**config.mk**
```make
export PLATFORM = sky130hd
export DESIGN_NAME = integer_to_ascii_formatter
export DESIGN_NICKNAME = d
export VERILOG_FILES = /design/src/i2a_pkg.sv /design/src/integer_to_ascii_formatter.sv /design/src/i2a_digit_gen.sv /design/src/i2a_sequencer.sv
export VERILOG_INCLUDE_DIRS = /design/src /design/src/src
export SDC_FILE = /design/constraint.sdc
export NUM_CORES = 1
export LEC_CHECK = 0
export ABC_AREA = 1
export BUFFER_PORTS_ARGS = -buffer_cell sky130_fd_sc_hd__clkbuf_2
export CORE_ASPECT_RATIO = 0.8
export CORE_MARGIN = 3
export CORE_UTILIZATION = 45
export CTS_CLUSTER_SIZE = 10
export DETAILED_ROUTE_END_ITERATION = 10
export HOLD_SLACK_MARGIN = 0.03
export MAX_ROUTING_LAYER = met4
export PLACE_DENSITY = 0.73
export SKIP_LAST_GASP = 1
export SLEW_MARGIN = 40
export SYNTH_ARGS = -nofsm -noshare
export SYNTH_HDL_FRONTEND = slang
export SYNTH_SLANG_ARGS = --single-unit
```
**constraint.sdc**
```tcl
create_clock -name i_clk -period 19.9 [get_ports i_clk]
set_clock_uncertainty 0.2 [all_clocks]
set_input_delay 2.985 -clock i_clk [delete_from_list [all_inputs] [get_ports i_clk]]
set_output_delay 2.985 -clock i_clk [all_outputs]
set_load 0.02 [all_outputs]
```
**src/integer_to_ascii_formatter_macros.svh**
```systemverilog
// Assertion helpers used by the top-level formatter RTL.
`ifndef INTEGER_TO_ASCII_FORMATTER_MACROS_SVH
`define INTEGER_TO_ASCII_FORMATTER_MACROS_SVH

// Same-cycle implication, disabled while reset is asserted.
`define I2A_ASSERT_SAME(lbl, ante, cons, msg) \
    lbl: assert property (@(posedge i_clk) disable iff (!i_rst_n) (ante) |-> (cons)) \
        else $error(msg);

// Next-cycle implication, disabled while reset is asserted.
`define I2A_ASSERT_NEXT(lbl, ante, cons, msg) \
    lbl: assert property (@(posedge i_clk) disable iff (!i_rst_n) (ante) |=> (cons)) \
        else $error(msg);

`endif

```
**src/i2a_pkg.sv**
```systemverilog
package i2a_pkg;

    localparam int MAX_CHARS_DEF  = 64;
    localparam int VALUE_BITS_DEF = 64;

    localparam logic [7:0] CH_ZERO  = 8'h30;
    localparam logic [7:0] CH_LB    = 8'h62;
    localparam logic [7:0] CH_LO    = 8'h6F;
    localparam logic [7:0] CH_LX    = 8'h78;
    localparam logic [7:0] CH_UX    = 8'h58;
    localparam logic [7:0] CH_MINUS = 8'h2D;
    localparam logic [7:0] CH_PLUS  = 8'h2B;
    localparam logic [7:0] CH_SPACE = 8'h20;
    localparam logic [7:0] CH_UA    = 8'h41;
    localparam logic [7:0] CH_LA    = 8'h61;

    typedef enum logic [1:0] {
        RADIX_BIN = 2'd0,
        RADIX_OCT = 2'd1,
        RADIX_DEC = 2'd2,
        RADIX_HEX = 2'd3
    } t_radix;

    typedef struct packed {
        logic       neg;
        t_radix     radix;
        logic [6:0] width;
        logic       zp;
        logic       la;
        logic       ps;
        logic       ss;
        logic       ap;
        logic       uc;
    } t_fmt;

    typedef struct packed {
        logic load;
        logic shift;
    } t_dg_cmd;

    typedef struct packed {
        logic       ready;
        logic [3:0] top;
        logic [3:0] second;
    } t_dg_stat;

    typedef struct packed {
        logic       valid;
        logic [7:0] code;
        logic       last;
    } t_char;

    typedef enum logic [1:0] {
        DG_IDLE,
        DG_DABBLE,
        DG_NORM,
        DG_READY
    } t_dg_state;

    typedef enum logic [3:0] {
        SQ_IDLE,
        SQ_WAIT,
        SQ_SIZE,
        SQ_TRIM,
        SQ_LEAD,
        SQ_SIGN,
        SQ_PFX0,
        SQ_PFX1,
        SQ_ZERO,
        SQ_DIGIT,
        SQ_TRAIL
    } t_sq_state;

    // Decimal digits of the largest vb-bit value (floor(vb*log10(2)) + 1).
    function automatic int dec_digits(input int vb);
        return ((vb * 1233) >> 12) + 1;
    endfunction

    // Digit word width: holds the value or its BCD form, a multiple of 1, 3 and 4.
    function automatic int dig_word_bits(input int vb);
        int wb;
        wb = (vb > 4 * dec_digits(vb)) ? vb : 4 * dec_digits(vb);
        return ((wb + 11) / 12) * 12;
    endfunction

    function automatic logic [7:0] digit_char(input logic [3:0] d, input logic uc);
        logic [7:0] c;
        if (d < 4'd10) begin
            c = CH_ZERO + {4'd0, d};
        end else begin
            c = (uc ? CH_UA : CH_LA) + {4'd0, d} - 8'd10;
        end
        return c;
    endfunction

endpackage

```
**src/integer_to_ascii_formatter.sv**
```systemverilog
// Channel   Dir  Handshake               Payload
// s         in   i_s_tvalid/o_s_tready   i_s_tdata (formatting request), i_s_tuser (radix)
// m         out  o_m_tvalid/i_m_tready   o_m_tdata (ASCII char), o_m_tlast (final char)
//
// One number at a time. Decimal values first pass through shift-add-3 conversion; in all
// bases leading zero digits are then dropped (up to the digit-word width in binary), the
// field is laid out, and then the output characters are emitted in order.
// Synchronous active-low reset returns both controllers to idle and empties the output.
// A stalled output holds its character; o_s_tready stays low until the last character of
// the current number has entered the output register.
module integer_to_ascii_formatter
    import i2a_pkg::*;
#(
    parameter int MAX_CHARS  = MAX_CHARS_DEF,
    parameter int VALUE_BITS = VALUE_BITS_DEF
) (
    input  logic        i_clk,
    input  logic        i_rst_n,
    input  logic        i_s_tvalid,
    output logic        o_s_tready,
    // [63:0] magnitude, [64] is_negative, [71:65] field_width, [72] zero_pad,
    // [73] left_align, [74] plus_sign, [75] space_sign, [76] alt_prefix,
    // [77] upper_case, [79:78] zero
    input  logic [79:0] i_s_tdata,
    // [1:0] radix_select
    input  logic [1:0]  i_s_tuser,
    output logic        o_m_tvalid,
    input  logic        i_m_tready,
    // [7:0] char_code
    output logic [7:0]  o_m_tdata,
    output logic        o_m_tlast
);

    `include "integer_to_ascii_formatter_macros.svh"

    localparam int CW = $clog2(dig_word_bits(VALUE_BITS) + 1);

    t_fmt          s_fmt;
    t_dg_cmd       s_dg_cmd;
    t_dg_stat      s_dg_stat;
    t_char         s_char;
    logic [CW-1:0] s_dlen;
    logic          s_busy, s_accept, s_out_free;

    logic          r_m_valid;
    logic [7:0]    r_m_data;
    logic          r_m_last;

    always_comb begin
        s_fmt.neg   = i_s_tdata[64];
        s_fmt.radix = t_radix'(i_s_tuser);
        s_fmt.width = i_s_tdata[71:65];
        s_fmt.zp    = i_s_tdata[72];
        s_fmt.la    = i_s_tdata[73];
        s_fmt.ps    = i_s_tdata[74];
        s_fmt.ss    = i_s_tdata[75];
        s_fmt.ap    = i_s_tdata[76];
        s_fmt.uc    = i_s_tdata[77];
        s_accept    = i_s_tvalid && !s_busy;
        s_out_free  = !r_m_valid || i_m_tready;
    end

    i2a_digit_gen #(
        .VALUE_BITS (VALUE_BITS),
        .MAX_CHARS  (MAX_CHARS)
    ) u_digit_gen (
        .i_clk   (i_clk),
        .i_rst_n (i_rst_n),
        .i_cmd   (s_dg_cmd),
        .i_mag   (i_s_tdata[VALUE_BITS-1:0]),
        .i_radix (s_fmt.radix),
        .o_stat  (s_dg_stat),
        .o_dlen  (s_dlen)
    );

    i2a_sequencer #(
        .VALUE_BITS (VALUE_BITS),
        .MAX_CHARS  (MAX_CHARS)
    ) u_sequencer (
        .i_clk      (i_clk),
        .i_rst_n    (i_rst_n),
        .i_start    (s_accept),
        .i_fmt      (s_fmt),
        .i_stat     (s_dg_stat),
        .i_dlen     (s_dlen),
        .i_out_free (s_out_free),
        .o_cmd      (s_dg_cmd),
        .o_char     (s_char),
        .o_busy     (s_busy)
    );

    // Output register: load a new char or drop the one just taken.
    always_ff @(posedge i_clk) begin
        if (!i_rst_n) begin
            r_m_valid <= 1'b0;
        end else if (s_char.valid) begin
            r_m_valid <= 1'b1;
        end else if (i_m_tready) begin
            r_m_valid <= 1'b0;
        end
        if (s_char.valid) begin
            r_m_data <= s_char.code;
            r_m_last <= s_char.last;
        end
    end

    assign o_s_tready = !s_busy;
    assign o_m_tvalid = r_m_valid;
    assign o_m_tdata  = r_m_data;
    assign o_m_tlast  = r_m_last;

    `I2A_ASSERT_NEXT(a_busy_after_accept, i_s_tvalid && o_s_tready, !o_s_tready, "accepted item did not make the block busy")
    `I2A_ASSERT_NEXT(a_digits_restart, i_s_tvalid && o_s_tready, !s_dg_stat.ready, "digit unit still ready after a new load")
    `I2A_ASSERT_SAME(a_char_only_busy, s_char.valid, !o_s_tready, "character produced while idle")

endmodule

```
**src/i2a_digit_gen.sv**
```systemverilog
module i2a_digit_gen
    import i2a_pkg::*;
#(
    parameter int VALUE_BITS = VALUE_BITS_DEF,
    parameter int MAX_CHARS  = MAX_CHARS_DEF
) (
    input  logic                    i_clk,
    input  logic                    i_rst_n,
    input  t_dg_cmd                 i_cmd,
    input  logic [VALUE_BITS-1:0]   i_mag,
    input  t_radix                  i_radix,
    output t_dg_stat                o_stat,
    output logic [$clog2(dig_word_bits(VALUE_BITS)+1)-1:0] o_dlen
);

    localparam int DD  = dec_digits(VALUE_BITS);
    localparam int DW  = dig_word_bits(VALUE_BITS);
    localparam int CW  = $clog2(DW + 1);
    localparam int VCW = $clog2(VALUE_BITS + 1);
    localparam logic [CW-1:0] N_BIN = CW'(DW);
    localparam logic [CW-1:0] N_OCT = CW'(DW / 3);
    localparam logic [CW-1:0] N_HEX = CW'(DW / 4);

    t_dg_state             r_state, n_state;
    logic [DW-1:0]         r_word, n_word;
    logic [VALUE_BITS-1:0] r_bin, n_bin;
    t_radix                r_radix, n_radix;
    logic [CW-1:0]         r_cnt, n_cnt;
    logic [VCW-1:0]        r_vcnt, n_vcnt;

    logic [7:0]    c_top8;
    logic [3:0]    c_top, c_second;
    logic [DW-1:0] c_adj, c_shift;
    logic          c_norm_step;

    // Top two digits and a one-digit left shift for the current base.
    always_comb begin
        c_top8 = r_word[DW-1 -: 8];
        unique case (r_radix)
            RADIX_BIN: begin
                c_top    = {3'd0, c_top8[7]};
                c_second = {3'd0, c_top8[6]};
                c_shift  = {r_word[DW-2:0], 1'b0};
            end
            RADIX_OCT: begin
                c_top    = {1'b0, c_top8[7:5]};
                c_second = {1'b0, c_top8[4:2]};
                c_shift  = {r_word[DW-4:0], 3'd0};
            end
            RADIX_DEC, RADIX_HEX: begin
                c_top    = c_top8[7:4];
                c_second = c_top8[3:0];
                c_shift  = {r_word[DW-5:0], 4'd0};
            end
        endcase
    end

    // Shift-add-3 correction on every BCD digit.
    always_comb begin
        c_adj = r_word;
        for (int k = 0; k < DD; k++) begin
            if (r_word[4*k +: 4] >= 4'd5) begin
                c_adj[4*k +: 4] = r_word[4*k +: 4] + 4'd3;
            end
        end
    end

    // Drop leading zero digits, and digits beyond the field cap.
    assign c_norm_step = (int'(r_cnt) > MAX_CHARS) || (r_cnt > CW'(1) && c_top == 4'd0);

    always_comb begin
        n_state = r_state;
        if (i_cmd.load) begin
            n_state = (i_radix == RADIX_DEC) ? DG_DABBLE : DG_NORM;
        end else begin
            unique case (r_state)
                DG_IDLE:   n_state = DG_IDLE;
                DG_DABBLE: if (r_vcnt == VCW'(1)) n_state = DG_NORM;
                DG_NORM:   if (!c_norm_step) n_state = DG_READY;
                DG_READY:  n_state = DG_READY;
            endcase
        end
    end

    always_comb begin
        n_word  = r_word;
        n_bin   = r_bin;
        n_radix = r_radix;
        n_cnt   = r_cnt;
        n_vcnt  = r_vcnt;
        if (i_cmd.load) begin
            n_radix = i_radix;
            n_bin   = i_mag;
            n_vcnt  = VCW'(VALUE_BITS);
            n_word  = (i_radix == RADIX_DEC) ? '0 : DW'(i_mag);
            unique case (i_radix)
                RADIX_BIN:            n_cnt = N_BIN;
                RADIX_OCT:            n_cnt = N_OCT;
                RADIX_DEC, RADIX_HEX: n_cnt = N_HEX;
            endcase
        end else begin
            unique case (r_state)
                DG_IDLE: begin
                end
                DG_DABBLE: begin
                    n_word = {c_adj[DW-2:0], r_bin[VALUE_BITS-1]};
                    n_bin  = {r_bin[VALUE_BITS-2:0], 1'b0};
                    n_vcnt = r_vcnt - VCW'(1);
                end
                DG_NORM: begin
                    if (c_norm_step) begin
                        n_word = c_shift;
                        n_cnt  = r_cnt - CW'(1);
                    end
                end
                DG_READY: begin
                    if (i_cmd.shift) n_word = c_shift;
                end
            endcase
        end
    end

    always_ff @(posedge i_clk) begin
        if (!i_rst_n) begin
            r_state <= DG_IDLE;
        end else begin
            r_state <= n_state;
        end
        r_word  <= n_word;
        r_bin   <= n_bin;
        r_radix <= n_radix;
        r_cnt   <= n_cnt;
        r_vcnt  <= n_vcnt;
    end

    always_comb begin
        o_stat.ready  = (r_state == DG_READY);
        o_stat.top    = c_top;
        o_stat.second = c_second;
        o_dlen        = r_cnt;
    end

endmodule

```
**src/i2a_sequencer.sv**
```systemverilog
module i2a_sequencer
    import i2a_pkg::*;
#(
    parameter int VALUE_BITS = VALUE_BITS_DEF,
    parameter int MAX_CHARS  = MAX_CHARS_DEF
) (
    input  logic     i_clk,
    input  logic     i_rst_n,
    input  logic     i_start,
    input  t_fmt     i_fmt,
    input  t_dg_stat i_stat,
    input  logic [$clog2(dig_word_bits(VALUE_BITS)+1)-1:0] i_dlen,
    input  logic     i_out_free,
    output t_dg_cmd  o_cmd,
    output t_char    o_char,
    output logic     o_busy
);

    localparam int LW = ($clog2(MAX_CHARS + 2) > 7) ? $clog2(MAX_CHARS + 2) : 7;
    localparam logic [LW-1:0] L_MAX = LW'(MAX_CHARS);
    localparam logic [LW-1:0] L_ONE = LW'(1);
    localparam logic [LW-1:0] L_TWO = LW'(2);

    t_sq_state     r_state, n_state;
    t_fmt          r_fmt;
    logic          r_apx, r_pfx, r_sgn;
    logic [1:0]    r_skip;
    logic [LW-1:0] r_z, r_dlen, r_len, r_ls, r_ts, r_remain;

    logic [LW-1:0] c_width, c_wp, c_wpm, c_dl, c_z, c_len1, c_wm;
    logic [LW-1:0] c_len3, c_len4, c_pad, c_ls, c_ts;
    logic [LW:0]   c_len_p1;
    logic          c_signf, c_zpm, c_apx, c_topz, c_secz, c_drop, c_pfx, c_sgn;
    logic          c_emit;
    t_sq_state     c_after_digit, c_after_zero, c_after_pfx1, c_after_sign;
    t_sq_state     c_after_lead, c_after_trim;

    // Field layout: zero pad, prefix room, prefix, sign and space padding.
    always_comb begin
        c_width  = LW'(r_fmt.width);
        c_signf  = r_fmt.neg | r_fmt.ps | r_fmt.ss;
        c_zpm    = !r_fmt.la && r_fmt.zp;
        c_wp     = (c_zpm && c_width != '0 && c_signf) ? c_width - L_ONE : c_width;
        c_wpm    = (c_wp > L_MAX) ? L_MAX : c_wp;
        c_dl     = LW'(i_dlen);
        c_z      = (c_zpm && c_wpm > c_dl) ? c_wpm - c_dl : '0;
        c_len1   = c_dl + c_z;
        c_apx    = r_fmt.ap && r_fmt.radix != RADIX_DEC;
        c_topz   = (c_z != '0) || (i_stat.top == 4'd0);
        c_secz   = (c_z >= L_TWO) ||
                   ((c_z == L_ONE) ? (i_stat.top == 4'd0) : (i_stat.second == 4'd0));
        c_drop   = c_apx && c_len1 > L_ONE && c_len1 == c_wp && c_topz && c_secz;

        c_len_p1 = {1'b0, r_len} + {{LW{1'b0}}, 1'b1};
        c_pfx    = r_apx && (c_len_p1 < {1'b0, L_MAX});
        c_len3   = r_len + (c_pfx ? L_TWO : '0);
        c_sgn    = c_signf && c_len3 < L_MAX;
        c_len4   = c_len3 + (c_sgn ? L_ONE : '0);
        c_wm     = (c_width > L_MAX) ? L_MAX : c_width;
        c_pad    = (c_width != '0 && c_wm > c_len4) ? c_wm - c_len4 : '0;
        c_ls     = (!r_fmt.la && !r_fmt.zp) ? c_pad : '0;
        c_ts     = r_fmt.la ? c_pad : '0;
    end

    // First non-empty section after each one.
    always_comb begin
        c_after_digit = (r_ts != '0) ? SQ_TRAIL : SQ_IDLE;
        c_after_zero  = (r_dlen != '0) ? SQ_DIGIT : c_after_digit;
        c_after_pfx1  = (r_z != '0) ? SQ_ZERO : c_after_zero;
        c_after_sign  = r_pfx ? SQ_PFX0 : c_after_pfx1;
        c_after_lead  = r_sgn ? SQ_SIGN : c_after_sign;
        c_after_trim  = (r_ls != '0) ? SQ_LEAD : c_after_lead;
    end

    always_comb begin
        n_state = r_state;
        unique case (r_state)
            SQ_IDLE:  if (i_start) n_state = SQ_WAIT;
            SQ_WAIT:  if (i_stat.ready) n_state = SQ_SIZE;
            SQ_SIZE:  n_state = SQ_TRIM;
            SQ_TRIM:  if (r_skip == 2'd0) n_state = c_after_trim;
            SQ_LEAD:  if (i_out_free && r_ls == L_ONE) n_state = c_after_lead;
            SQ_SIGN:  if (i_out_free) n_state = c_after_sign;
            SQ_PFX0:  if (i_out_free) n_state = SQ_PFX1;
            SQ_PFX1:  if (i_out_free) n_state = c_after_pfx1;
            SQ_ZERO:  if (i_out_free && r_z == L_ONE) n_state = c_after_zero;
            SQ_DIGIT: if (i_out_free && r_dlen == L_ONE) n_state = c_after_digit;
            SQ_TRAIL: if (i_out_free && r_ts == L_ONE) n_state = SQ_IDLE;
            default:  n_state = SQ_IDLE;
        endcase
    end

    always_comb begin
        c_emit      = 1'b0;
        o_char.code = CH_SPACE;
        unique case (r_state)
            SQ_LEAD, SQ_TRAIL: begin
                c_emit      = 1'b1;
                o_char.code = CH_SPACE;
            end
            SQ_SIGN: begin
                c_emit      = 1'b1;
                o_char.code = r_fmt.neg ? CH_MINUS : (r_fmt.ps ? CH_PLUS : CH_SPACE);
            end
            SQ_PFX0, SQ_ZERO: begin
                c_emit      = 1'b1;
                o_char.code = CH_ZERO;
            end
            SQ_PFX1: begin
                c_emit = 1'b1;
                unique case (r_fmt.radix)
                    RADIX_BIN:            o_char.code = CH_LB;
                    RADIX_OCT:            o_char.code = CH_LO;
                    RADIX_DEC, RADIX_HEX: o_char.code = r_fmt.uc ? CH_UX : CH_LX;
                endcase
            end
            SQ_DIGIT: begin
                c_emit      = 1'b1;
                o_char.code = digit_char(i_stat.top, r_fmt.uc);
            end
            default: begin
                c_emit = 1'b0;
            end
        endcase
        o_char.valid = c_emit && i_out_free;
        o_char.last  = (r_remain == L_ONE);
        o_cmd.load   = i_start;
        o_cmd.shift  = (r_state == SQ_TRIM && r_skip != 2'd0) ||
                       (r_state == SQ_DIGIT && i_out_free);
        o_busy       = (r_state != SQ_IDLE);
    end

    always_ff @(posedge i_clk) begin
        if (!i_rst_n) begin
            r_state <= SQ_IDLE;
        end else begin
            r_state <= n_state;
        end
        if (r_state == SQ_IDLE && i_start) begin
            r_fmt <= i_fmt;
        end
        if (r_state == SQ_WAIT && i_stat.ready) begin
            r_apx <= c_apx;
            if (c_drop) begin
                // Two leading zeros give way to the prefix.
                r_z    <= (c_z >= L_TWO) ? c_z - L_TWO : '0;
                r_skip <= (c_z >= L_TWO) ? 2'd0 : ((c_z == L_ONE) ? 2'd1 : 2'd2);
                r_dlen <= (c_z >= L_TWO) ? c_dl : c_dl - (L_TWO - c_z);
                r_len  <= c_len1 - L_TWO;
            end else begin
                r_z    <= c_z;
                r_skip <= 2'd0;
                r_dlen <= c_dl;
                r_len  <= c_len1;
            end
        end
        if (r_state == SQ_SIZE) begin
            r_pfx    <= c_pfx;
            r_sgn    <= c_sgn;
            r_ls     <= c_ls;
            r_ts     <= c_ts;
            r_remain <= c_ls + c_len4 + c_ts;
        end
        if (r_state == SQ_TRIM && r_skip != 2'd0) begin
            r_skip <= r_skip - 2'd1;
        end
        if (c_emit && i_out_free) begin
            r_remain <= r_remain - L_ONE;
            if (r_state == SQ_LEAD)  r_ls   <= r_ls - L_ONE;
            if (r_state == SQ_ZERO)  r_z    <= r_z - L_ONE;
            if (r_state == SQ_DIGIT) r_dlen <= r_dlen - L_ONE;
            if (r_state == SQ_TRAIL) r_ts   <= r_ts - L_ONE;
        end
    end

endmodule
```
==> run metrics <==
count of flip-flops with a built-in enable after synthesis=~200; number of pins exceeding their max-slew limit in the final report=0; area fraction in compound gates after synthesis=a little under a fifth; number of distinct standard cells referenced by the synthesized netlist=between 60 and 70; buffers and inverters on the worst path=6; buffers added on ports=93; status=complete, no violations; biggest area contributors in the synthesized netlist=sky130_fd_sc_hd__edfxtp_1, sky130_fd_sc_hd__nand2_1, sky130_fd_sc_hd__ha_1; Mapped Avg Cell Area=around 7.8 sq um; period utilisation layout=between 30% and 40%; Worst-path clk slew=roughly 0.06 ns; maximum root-to-sink buffer count=3; cell accounting for the most synthesized area=sky130_fd_sc_hd__edfxtp_1; cts hold-fix bufs=0; max cap viols=0; total power consumption of the routed design=roughly 3500 uW; overflow left after global routing=0; summed negative setup slack over all endpoints=0 ns; Setup Fix Bufs, Post-CTS=0; synthesized-area fraction occupied by adder cells=approximately 8.8%; library cell appearing most often on the critical path=sky130_fd_sc_hd__nor2_1; Post-DP HPWL=32.5 mm; Critical-path top delay cell=sky130_fd_sc_hd__fa_1; maximum vdd ir drop=~0.00012 V; class of the tightest hold or removal check=flop to flop; clock buffers created by TritonCTS=30; WL final=approximately 47 mm; post-CTS resize count=0; critical path fanouts, max=7; initial antenna violation count=2; first-pass GRT wire length=~76 mm; startpoint-to-endpoint class of the critical path=flop to flop; share of synthesized area spent on multiplexers=0%; post-synthesis sequential area ratio=about two fifths; remaining max-slew budget at the tightest pin=between 40% and 50%; Static Leak=approximately 0.0086 uW; root cell of the clock tree=sky130_fd_sc_hd__clkbuf_16; vias in the first global route=between 10,000 and 15,000; routability-driven placement congestion ratio=0.940; number of nets still failing antenna checks after routing=0; footprint of the flip-flops and latches=between 0.006 and 0.007 sq mm; type of element launching the critical path=flop; Pwr Density=about 180 mW/mm^2; FF-to-FF End=u_sequencer.r_remain[6]; total number of nets in the final design=about 2,500; Routed WL per cell=16.7 um; transition time at the pin with the least slew margin=~0.80 ns; Min-Delay Endpoint=u_sequencer.r_ls[1]; final worst path period need=6.74 ns; beginning of the worst register-to-register path=u_sequencer.r_len[3]; Clk Latency, worst-skew pair=0.57 ns; share of synthesized cell area in and, or, nand and nor gates=around a fifth; signed area change from the synthesized netlist to the final layout=10.4%; Reg2Reg Setup Slack=about 13 ns; area of the core=between 0.03 and 0.04 sq mm; arrival time worst endpoint=between 6 and 7 ns; worst hold path cell count=2; area used by multi-input combinational logic=0.00925 sq mm; final hold violations=0; die width=between 200 and 250 um; io pins=a little under 100; FFs w/ async S/R, synth=0%; share of final-layout standard cells stronger than drive strength 1=9.29%; initial core utilization=~46%; XOR/XNOR share of the synthesized area=roughly 3.8%; routed vias/inst=around 5.7; Worst Hold Launch=u_sequencer.r_ls[1]; TritonCTS Sinks=240; final setup violation count=0; # rows=63; vias after detailed routing=approximately 16,000; DR DRC count=0; share of the synthesized area in the top cell type=between 30% and 40%; CTS tree=built; overall die area=0.0414 sq mm; violation count after the first detailed-routing iteration=about 1,600; family with the most delay on the worst path=simple AND/OR/NAND/NOR gates; count of warnings emitted by yosys=0; largest net degree at the start of global routing=94; Fill cells=between 3,000 and 4,000; Crit path required time=between 20 and 25 ns; drt first pass iters=6; setup repair after global routing missed its margin=no; Top FF cell, synth=sky130_fd_sc_hd__edfxtp_1; synthesized area=around 0.018 sq mm; Peak Freq=148 MHz; number of cells on the worst reg-to-reg path=39; flop and latch count out of synthesis=between 200 and 250; count of mapped cells out of synthesis=between 2,000 and 2,500; floorplan die height=~180 um; Largest stage delay, worst path=about 0.46 ns; H-tree depth reported by CTS=1; total global routing track utilization=roughly 23%; largest family of logic cells by synthesized area=simple AND/OR/NAND/NOR gates; net count of the mapped netlist=around 2,400; Worst setup EP type=flop
synth_stat cells (2+ instances only):
cell type / number
sky130_fd_sc_hd__nand2_1: 489
sky130_fd_sc_hd__inv_1: 293
sky130_fd_sc_hd__edfxtp_1: 198
sky130_fd_sc_hd__o21ai_0: 197
sky130_fd_sc_hd__nor2_1: 175
sky130_fd_sc_hd__a21oi_1: 170
sky130_fd_sc_hd__nand3_1: 107
sky130_fd_sc_hd__ha_1: 106
sky130_fd_sc_hd__clkbuf_1: 74
sky130_fd_sc_hd__xor2_1: 63
sky130_fd_sc_hd__o221ai_1: 44
sky130_fd_sc_hd__dfxtp_1: 42
sky130_fd_sc_hd__o22ai_1: 38
sky130_fd_sc_hd__o211ai_1: 30
sky130_fd_sc_hd__nor3_1: 20
sky130_fd_sc_hd__o32ai_1: 19
sky130_fd_sc_hd__a221oi_1: 16
sky130_fd_sc_hd__a31oi_1: 15
sky130_fd_sc_hd__xnor2_1: 13
sky130_fd_sc_hd__nand2_2: 12
sky130_fd_sc_hd__fa_1: 11
sky130_fd_sc_hd__nand4_1: 11
sky130_fd_sc_hd__or2_2: 11
sky130_fd_sc_hd__inv_2: 8
sky130_fd_sc_hd__nor2_2: 8
sky130_fd_sc_hd__nor2_4: 7
sky130_fd_sc_hd__a211oi_1: 6
sky130_fd_sc_hd__buf_1: 5
sky130_fd_sc_hd__nand3_2: 5
sky130_fd_sc_hd__nor4_1: 5
sky130_fd_sc_hd__a32oi_1: 4
sky130_fd_sc_hd__buf_6: 4
sky130_fd_sc_hd__clkinv_1: 4
sky130_fd_sc_hd__o31ai_1: 4
sky130_fd_sc_hd__nand3b_1: 3
sky130_fd_sc_hd__nand2_4: 2
sky130_fd_sc_hd__o21ai_2: 2
sky130_fd_sc_hd__o311ai_0: 2
state kept, by name, indices dropped and copies added (netlist names):
name	cells
u_sequencer.r_remain	7
u_digit_gen.r_vcnt	7
u_sequencer.r_ls	7
u_sequencer.r_pfx	1
u_digit_gen.o_dlen	7
u_sequencer.r_z	7
u_digit_gen.r_state	2
u_sequencer.r_skip	2
o_m_tlast	1
u_sequencer.r_ts	7
u_sequencer.r_len	7
u_digit_gen.r_bin	64
u_sequencer.r_apx	1
u_sequencer.c_width	7
u_sequencer.r_state	4
u_sequencer.r_sgn	1
u_digit_gen.r_radix	1
o_m_tvalid	1
o_m_tdata	7
u_digit_gen.r_word	84
u_sequencer.r_dlen	7
u_sequencer.r_fmt	8
kinds of logic (layout without fill, tap and decap cells):
logic type,after synthesis,count (layout)
XOR/XNOR,76,76
flip-flops,240,240
buffers and inverters,391,471
AND/OR/NAND/NOR,862,862
other,1,2
AO/OA/AOI/OAI,559,559
adder cells (fa/ha/maj),117,117
how the worst max path moves through the flow:
stage                          from                       to  slack (ns)  depth (start not counted)
2_1_floorplan            i_s_tvalid    u_digit_gen.r_word[0]        9.82                          5
3_3_place_gp   u_sequencer.r_len[3]  u_sequencer.r_remain[6]       13.18                         39
3_5_place_dp   u_sequencer.r_len[3]  u_sequencer.r_remain[6]       13.05                         39
4_1_cts        u_sequencer.r_len[3]  u_sequencer.r_remain[6]       13.08                         39
5_1_grt        u_sequencer.r_len[3]  u_sequencer.r_remain[6]       12.28                         39
6_report       u_sequencer.r_len[3]  u_sequencer.r_remain[6]       13.16                         39
worst min-delay path, delay by kind of cell, from the launching register on:
family           cells  cell delay, ns
AO/OA/AOI/OAI        1            0.05
flip-flops           1            0.31
AND/OR/NAND/NOR      1            0.06
stage by stage:
step | hold WS [ns] | utilization [%] | area, sq um | cells | setup WS (ns)
floorplan | 0.251 | - | 17500 | 2246 | 9.82
global placement | 0.257 | 48.7 | 18400 | 2756 | 13.18
detailed placement | 0.280 | 48.7 | 18400 | 2757 | 13.05
CTS | 0.287 | 51.2 | 19300 | 2813 | 13.08
global route | 0.311 | 51.2 | 19300 | 2814 | 12.28
finish | 0.285 | 51.2 | 19300 | 2814 | 13.16
power breakdown:
group          internal [uW]  leakage [uW]  switching [uW]  total (uW)
clock                    318      0.000453             210         528
sequential               911       0.00228             170        1080
combinational            615       0.00590            1250        1860
per-layer routing:
metal  vias to the layer above  wire length, um  track usage [%]
li1                       7810                -                -
met4                         0             1410             7.22
met5                         -                0                -
met3                       105             3670             3.33
met2                       710            20100             32.9
met1                      7391            21900             33.0
cell usage in the layout, fill, tap and decap left out, types with 13 or more instances in the layout:
cell type,Yosys,routed
sky130_fd_sc_hd__a21oi_1,170,170
sky130_fd_sc_hd__a221oi_1,16,16
sky130_fd_sc_hd__a31oi_1,15,15
sky130_fd_sc_hd__buf_4,1,14
sky130_fd_sc_hd__clkbuf_1,74,19
sky130_fd_sc_hd__clkbuf_16,0,31
sky130_fd_sc_hd__clkbuf_2,0,93
sky130_fd_sc_hd__dfxtp_1,42,42
sky130_fd_sc_hd__edfxtp_1,198,198
sky130_fd_sc_hd__ha_1,106,106
sky130_fd_sc_hd__inv_1,293,292
sky130_fd_sc_hd__nand2_1,489,486
sky130_fd_sc_hd__nand2_2,12,14
sky130_fd_sc_hd__nand3_1,107,107
sky130_fd_sc_hd__nor2_1,175,174
sky130_fd_sc_hd__nor3_1,20,18
sky130_fd_sc_hd__o211ai_1,30,30
sky130_fd_sc_hd__o21ai_0,197,196
sky130_fd_sc_hd__o221ai_1,44,44
sky130_fd_sc_hd__o22ai_1,38,38
sky130_fd_sc_hd__o32ai_1,19,19
sky130_fd_sc_hd__xnor2_1,13,13
sky130_fd_sc_hd__xor2_1,63,63
area by class of cell:
type / instances / area share [%]
clock inverter: 5 / 0.414
clock buffer: 51 / 4.45
multi-input combinational: 1615 / 47.8
sequential: 240 / 35.1
antenna: 1 / 0.0129
timing repair buffer: 110 / 3.17
inverter: 305 / 5.93
tap: 487 / 3.15
Note: power is estimated with default switching activity, not from simulation.
